**config.mk**
```make
export PLATFORM = sky130hd
export DESIGN_NAME = internet_checksum
export DESIGN_NICKNAME = d
export VERILOG_FILES = /design/src/sv/ic_pkg.sv /design/src/sv/ic_front.sv /design/src/sv/ic_queue.sv /design/src/sv/ic_back.sv /design/src/sv/internet_checksum.sv
export SDC_FILE = /design/constraint.sdc
export NUM_CORES = 1
export LEC_CHECK = 0
export ABC_AREA = 0
export BUFFER_PORTS_ARGS = -buffer_cell sky130_fd_sc_hd__buf_2
export CAP_MARGIN = 25
export CORE_MARGIN = 2
export CORE_UTILIZATION = 35
export CTS_BUF_LIST = sky130_fd_sc_hd__clkbuf_8
export CTS_CLUSTER_DIAMETER = 100
export DETAILED_ROUTE_END_ITERATION = 12
export PLACE_DENSITY = 0.51
export RECOVER_POWER = 50
export SLEW_MARGIN = 20
export SYNTH_ARGS = -nofsm -noshare
export SYNTH_HDL_FRONTEND = slang
export SYNTH_SLANG_ARGS = --single-unit
```
**constraint.sdc**
```tcl
create_clock -name clk -period 9.6 [get_ports clk]
set_input_delay 1.92 -clock clk [delete_from_list [all_inputs] [get_ports clk]]
set_output_delay 1.92 -clock clk [all_outputs]
set_load 0.05 [all_outputs]
```
**src/sv/ic_pkg.sv**
```systemverilog
`timescale 1ns / 1ps
`default_nettype none

package ic_pkg;

  localparam int unsigned WordWidth  = 16;
  localparam int unsigned SumWidth   = 32;
  localparam int unsigned QueueDepth = 2;

  localparam logic NetworkOrderReset = 1'b1;

  // One word ready to be added, and whether it closes the buffer.
  typedef struct packed {
    logic [WordWidth-1:0] word;
    logic                 ends;
  } ic_item_t;

  typedef struct packed {
    logic full;
    logic empty;
  } ic_queue_status_t;

  // Two end-around folds of the 32-bit sum, then the complement.
  function automatic logic [WordWidth-1:0] fold_complement(input logic [SumWidth-1:0] s);
    logic [WordWidth:0] first;
    logic [WordWidth:0] second;
    first  = {1'b0, s[SumWidth-1:WordWidth]} + {1'b0, s[WordWidth-1:0]};
    second = first + {{WordWidth{1'b0}}, first[WordWidth]};
    return ~second[WordWidth-1:0];
  endfunction

endpackage

`default_nettype wire

```
**src/sv/ic_front.sv**
```systemverilog
`timescale 1ns / 1ps
`default_nettype none

module ic_front (
  input  wire logic            clk,
  input  wire logic            rst,
  input  wire logic            cfg_write,
  input  wire logic            cfg_data,
  input  wire logic [7:0]      first_byte,
  input  wire logic [7:0]      second_byte,
  input  wire logic [1:0]      bytes_in_item,
  input  wire logic            last_item,
  output ic_pkg::ic_item_t     item
);

  logic network_order;

  always_ff @(posedge clk) begin
    if (rst) begin
      network_order <= ic_pkg::NetworkOrderReset;
    end else if (cfg_write) begin
      network_order <= cfg_data;
    end
  end

  // A count of two or three carries two bytes; a short item pads with zero
  // and always closes the buffer.
  always_comb begin
    item.word = '0;
    if (bytes_in_item[1]) begin
      item.word = network_order ? {first_byte, second_byte} : {second_byte, first_byte};
    end else if (bytes_in_item[0]) begin
      item.word = network_order ? {first_byte, 8'h00} : {8'h00, first_byte};
    end
    item.ends = last_item || !bytes_in_item[1];
  end

endmodule

`default_nettype wire

```
**src/sv/ic_queue.sv**
```systemverilog
`timescale 1ns / 1ps
`default_nettype none

module ic_queue #(
  parameter int unsigned Depth = ic_pkg::QueueDepth
) (
  input  wire logic                 clk,
  input  wire logic                 rst,
  input  wire logic                 push,
  input  wire ic_pkg::ic_item_t     push_item,
  input  wire logic                 pop,
  output ic_pkg::ic_item_t          head,
  output ic_pkg::ic_queue_status_t  status
);

  localparam int unsigned PtrWidth   = (Depth > 1) ? $clog2(Depth) : 1;
  localparam int unsigned CountWidth = $clog2(Depth + 1);
  localparam logic [PtrWidth-1:0]   LastPtr  = PtrWidth'(Depth - 1);
  localparam logic [CountWidth-1:0] FullCount = CountWidth'(Depth);

  ic_pkg::ic_item_t mem [Depth];

  logic [PtrWidth-1:0]   wr_ptr;
  logic [PtrWidth-1:0]   rd_ptr;
  logic [CountWidth-1:0] count;

  always_ff @(posedge clk) begin
    if (push) begin
      mem[wr_ptr] <= push_item;
    end
  end

  always_ff @(posedge clk) begin
    if (rst) begin
      wr_ptr <= '0;
      rd_ptr <= '0;
      count  <= '0;
    end else begin
      if (push) begin
        wr_ptr <= (wr_ptr == LastPtr) ? '0 : wr_ptr + 1'b1;
      end
      if (pop) begin
        rd_ptr <= (rd_ptr == LastPtr) ? '0 : rd_ptr + 1'b1;
      end
      if (push && !pop) begin
        count <= count + 1'b1;
      end else if (pop && !push) begin
        count <= count - 1'b1;
      end
    end
  end

  assign head         = mem[rd_ptr];
  assign status.full  = (count == FullCount);
  assign status.empty = (count == '0);

endmodule

`default_nettype wire

```
**src/sv/ic_back.sv**
```systemverilog
`timescale 1ns / 1ps
`default_nettype none

module ic_back (
  input  wire logic                                 clk,
  input  wire logic                                 rst,
  input  wire logic                                 head_valid,
  input  wire ic_pkg::ic_item_t                     head,
  output logic                                      pop,
  output logic                                      out_valid,
  input  wire logic                                 out_ready,
  output logic [ic_pkg::WordWidth-1:0]              checksum
);

  logic [ic_pkg::SumWidth-1:0] running_sum;
  logic [ic_pkg::SumWidth-1:0] running_sum_next;
  logic [ic_pkg::SumWidth-1:0] final_sum;
  logic                        final_valid;
  logic                        out_free;
  logic                        final_move;
  logic                        final_free;

  assign out_free   = !out_valid || out_ready;
  assign final_move = final_valid && out_free;
  assign final_free = !final_valid || final_move;

  // Words that do not end a buffer never wait on the output side.
  assign pop = head_valid && (!head.ends || final_free);

  assign running_sum_next = running_sum
                          + {{(ic_pkg::SumWidth-ic_pkg::WordWidth){1'b0}}, head.word};

  always_ff @(posedge clk) begin
    if (rst) begin
      running_sum <= '0;
      final_valid <= 1'b0;
      out_valid   <= 1'b0;
    end else begin
      if (pop) begin
        running_sum <= head.ends ? '0 : running_sum_next;
      end
      if (pop && head.ends) begin
        final_valid <= 1'b1;
      end else if (final_move) begin
        final_valid <= 1'b0;
      end
      if (final_move) begin
        out_valid <= 1'b1;
      end else if (out_ready) begin
        out_valid <= 1'b0;
      end
    end
  end

  always_ff @(posedge clk) begin
    if (pop && head.ends) begin
      final_sum <= running_sum_next;
    end
    if (final_move) begin
      checksum <= ic_pkg::fold_complement(final_sum);
    end
  end

endmodule

`default_nettype wire

```
**src/sv/internet_checksum.sv**
```systemverilog
// Internet checksum (one's-complement sum of 16-bit words) over a buffer.
// Input channel: one transaction per word, first_byte/second_byte with
// bytes_in_item (0, 1 or 2 valid bytes) and last_item. A transaction with
// fewer than two bytes or with last_item set closes the buffer.
// Output channel: one checksum transaction per buffer.
// cfg_write/cfg_data set the byte order (1: network order, the reset value;
// 0: little-endian native order); write it only while the block is idle.
// Throughput: one input transaction per cycle, sustained while out_ready
// stays high. The accumulator adds one word per cycle; a two-entry queue
// separates word formatting from accumulation, and a final-sum register and
// the output register, which takes the folded sum, follow. A closing
// transaction passes through the queue and both registers in turn.
// When the receiver stalls, the finished checksum and one more wait in the
// back end; words keep flowing until the queue fills and in_ready drops.
// Reset clears the sum, the queue and the output, and restores network order.
`timescale 1ns / 1ps
`default_nettype none

module internet_checksum #(
  parameter int unsigned QueueDepth = ic_pkg::QueueDepth
) (
  input  wire logic        clk,
  input  wire logic        rst,
  input  wire logic        cfg_write,
  input  wire logic        cfg_data,
  input  wire logic        in_valid,
  output logic             in_ready,
  input  wire logic [7:0]  first_byte,
  input  wire logic [7:0]  second_byte,
  input  wire logic [1:0]  bytes_in_item,
  input  wire logic        last_item,
  output logic             out_valid,
  input  wire logic        out_ready,
  output logic [15:0]      checksum
);

  ic_pkg::ic_item_t         front_item;
  ic_pkg::ic_item_t         head;
  ic_pkg::ic_queue_status_t q_status;
  logic                     push;
  logic                     pop;

  ic_front u_front (
    .clk          (clk),
    .rst          (rst),
    .cfg_write    (cfg_write),
    .cfg_data     (cfg_data),
    .first_byte   (first_byte),
    .second_byte  (second_byte),
    .bytes_in_item(bytes_in_item),
    .last_item    (last_item),
    .item         (front_item)
  );

  assign in_ready = !q_status.full;
  assign push     = in_valid && in_ready;

  ic_queue #(
    .Depth(QueueDepth)
  ) u_queue (
    .clk      (clk),
    .rst      (rst),
    .push     (push),
    .push_item(front_item),
    .pop      (pop),
    .head     (head),
    .status   (q_status)
  );

  ic_back u_back (
    .clk       (clk),
    .rst       (rst),
    .head_valid(!q_status.empty),
    .head      (head),
    .pop       (pop),
    .out_valid (out_valid),
    .out_ready (out_ready),
    .checksum  (checksum)
  );

`ifndef SYNTH
  // After a word is written into the queue, the queue is not empty on the next cycle.
  a_push_lands: assert property (@(posedge clk) disable iff (rst)
    push |=> !q_status.empty)
    else $error("queue empty right after a push");

  // The back end never pops an empty queue.
  a_pop_nonempty: assert property (@(posedge clk) disable iff (rst)
    pop |-> !q_status.empty)
    else $error("pop from an empty queue");

  // Reset leaves no stale result and an open input.
  a_reset_clean: assert property (@(posedge clk)
    rst |=> !out_valid && in_ready)
    else $error("output or queue not cleared by reset");
`endif

endmodule

`default_nettype wire

```
==> impl_metrics.env <==
export IMPL_die_height_microns=139
export IMPL_grt_max_degree=25
export IMPL_dp_slack_ps=5600
export IMPL_clkPwrFrac_pct=21.5
export IMPL_port_buffer_count=42
export IMPL_fillerInstances=1779
export IMPL_netlist_area_leader_share_pct=38.3
export IMPL_status="finished clean"
export IMPL_async_flop_share_pct=0
export IMPL_maxCapViolCount=0
export IMPL_post_route_period_util_pct=41.5
export IMPL_cts_resized=0
export IMPL_grt_pass1_wl_microns=22000
export IMPL_path_class="reg2reg"
export IMPL_diodes=0
export IMPL_fmax_mhz=251
export IMPL_via_per_inst=5.19
export IMPL_p_leak_nw=2.80
export IMPL_intPower_mw=1.47
export IMPL_grt_overflow=0
export IMPL_final_cells=884
export IMPL_wl_met3_microns=588
export IMPL_synth_top_area_cell="edfxtp_1"
export IMPL_htree_levels=4
export IMPL_setup_ws_ps=5620
export IMPL_setup_violations=0
export IMPL_fin_util_pct=40.8
export IMPL_firstDrtPassIters=5
export IMPL_ant_nets=0
export IMPL_critPathCaptureType="register"
export IMPL_hold_class="reg2reg"
export IMPL_routed_wl_microns=13600
export IMPL_start_util_pct=35.8
export IMPL_syn_avg_cell_area_sq_um=10.8
export IMPL_drive_above_1_share_pct=12.5
export IMPL_final_area_sq_um=7320
export IMPL_synth_nets=657
export IMPL_path_delay_family="compound AO/OA/AOI/OAI gates"
export IMPL_numCtsBuffers=17
export IMPL_ctsHoldBuffers=0
export IMPL_final_max_slew_viol_count=0
export IMPL_drtIter0Drc=261
export IMPL_dpl_hpwl_microns=10200
export IMPL_drt_met1_wl_microns=6240
export IMPL_ys_seq_elements=122
export IMPL_cts_buffer_depth=2
export IMPL_post_place_cells=852
export IMPL_p_switching_uw=937
export IMPL_track_usage_pct=14.5
export IMPL_coreArea_sq_um=18000
export IMPL_dpl_cell_area_sq_um=6900
export IMPL_min_period_ps=3980
export IMPL_crit_fanout=18
export IMPL_final_hold_viol_count=0
export IMPL_rows=49
export IMPL_final_setup_tns_ps=0
export IMPL_ys_seq_area_share_pct=50.8
export IMPL_crit_buf_inv=0
export IMPL_synth_distinct_cells=58
export IMPL_rsz0062_at_grt="no"
export IMPL_dieArea_sq_um=19400
export IMPL_tightestPinTransition_ps=1230
export IMPL_synthFlopType="edfxtp_1"
export IMPL_cts_sink_count=122
export IMPL_swShare_pct=38.9
export IMPL_finalClockSkew_ps=11.6
export IMPL_power_frac_comb_pct=44.4
export IMPL_vias=4590
export IMPL_pin_count=43
export IMPL_powerDensity_nw_per_um2=329
export IMPL_path_cells="mux2_2, ha_1, o21a_1, o21ai_0, a211oi_1, a21oi_1, o2bb2ai_1, nand4_1, or3_1, o21ai_0"
export IMPL_gp_congestion=0.837
export IMPL_cpMaxStageDelayCell="dfxtp_1"
export IMPL_yosys_warnings=0
export IMPL_die_width_microns=139
export IMPL_ff_latch_area_sq_um=3260
export IMPL_drc=0
export IMPL_area_delta_synth_final_pct=14.0
export IMPL_slowest_delay_ps=890
export IMPL_clock_latency_ps=440
export IMPL_dr_wl_met2_microns=6560
export IMPL_cpMostUsedCell="o21ai_0"
export IMPL_peakVddDrop_mv=0.142
export IMPL_synth_edf_count=82
export IMPL_path_clk_slew_ps=80
export IMPL_postSynthCellCount=595
export IMPL_cts_tree="yes"
export IMPL_relSlewSlack_pct=18.2
export IMPL_grt_pass1_vias=4371
export IMPL_routedWlPerCell_microns=15.4
export IMPL_sequentialPowerShare_pct=34.1
export IMPL_cp_required_ps=9970
export IMPL_layout_cells_most_common="edfxtp_1"
export IMPL_clock_root_buffer="clkbuf_8"
export IMPL_nNetsFinal=704
export IMPL_top_layer="met4"
export IMPL_netlist_area_sq_um=6420
export IMPL_critPathArrivalTime_ps=4350
export IMPL_multi_input_area_sq_um=3010
export IMPL_antenna_found_initial=0
export IMPL_post_cts_buffers=0
export IMPL_worst_setup_path_start_kind="register"
export IMPL_synth_area_leaders="edfxtp_1 38%, dfxtp_1 12%, ha_1 6.8%, xnor2_1 4.2%, xor2_1 3.3%"
export IMPL_final_cell_mix="82 x edfxtp_1, 46 x nand2_1, 40 x nor2_1, 40 x dfxtp_1, 36 x o21ai_0"
==> per-layer routing <==
metal,global-route usage (%),vias to the layer above
met1,18.2,2143
met5,0,-
met4,5.85,0
met3,3.44,22
li1,-,2302
met2,24.1,123
==> cell type report <==
class / instances / area share, %
clock buffers: 19 / 3.57
well taps: 229 / 3.91
repair buffers: 46 / 3.16
flip-flops and latches: 122 / 44.6
inverters: 22 / 1.13
clock inverters: 13 / 2.61
multi-input cells: 433 / 41.1
==> path summary, 6_finish.rpt <==
check	start	end	slack (ps)	cells after the start
setup / recovery	register	u_back.running_sum[31]	5620	10
hold / removal	u_back.running_sum[15]	u_back.running_sum[15]	500	1
setup reg to reg	register	u_back.running_sum[31]	5620	10
hold reg to reg	u_back.running_sum[15]	u_back.running_sum[15]	500	1
==> stage by stage <==
step,power (mW),hold slack (ps)
floorplan,1.66,454
global placement,1.88,473
detailed placement,1.91,481
CTS,2.44,502
global route,2.57,512
finish,2.41,496
==> cells in the mapped netlist (7+ instances only) <==
master    number
clkbuf_1      16
ha_1          35
nor3_1         8
a21o_1        14
a31oi_1       11
a22o_1         7
mux2_2        17
a21oi_1       31
edfxtp_1      82
o31ai_1        7
nor2_1        41
a22oi_1       11
inv_1         22
nand2_1       46
xor2_1        24
nand3_1       31
o21ai_0       36
xnor2_1       31
dfxtp_1       40
==> cells by family (layout without fill, tap and decap cells) <==
kind of cell / Yosys count / in the layout / share of synthesized area [%]
AOI/OAI and AO/OA: 150 / 150 / 15.1
muxes: 19 / 19 / 3.29
DFF: 122 / 122 / 50.8
xor gates and xnor gates: 57 / 57 / 8.10
adders and majority gates: 37 / 37 / 7.44
buffers and inverters: 40 / 100 / 2.36
and+or+nand+nor: 170 / 170 / 12.9
==> power by group through the flow <==
stage	Clock, mW	Combinational [mW]	Sequential (mW)
CTS	0.535	1.08	0.823
global placement	0	1.05	0.833
global route	0.555	1.18	0.838
finish	0.518	1.07	0.821
floorplan	0	0.777	0.878
detailed placement	0	1.08	0.833
==> registers in the layout, indices dropped and copies added, names as in the netlist, 2 cells and up, named ones only <==
signal,cells
u_queue.mem,34
u_back.final_sum,32
u_back.running_sum,32
u_back.checksum,16
u_queue.count,2
(Power assumes the default switching activity.)
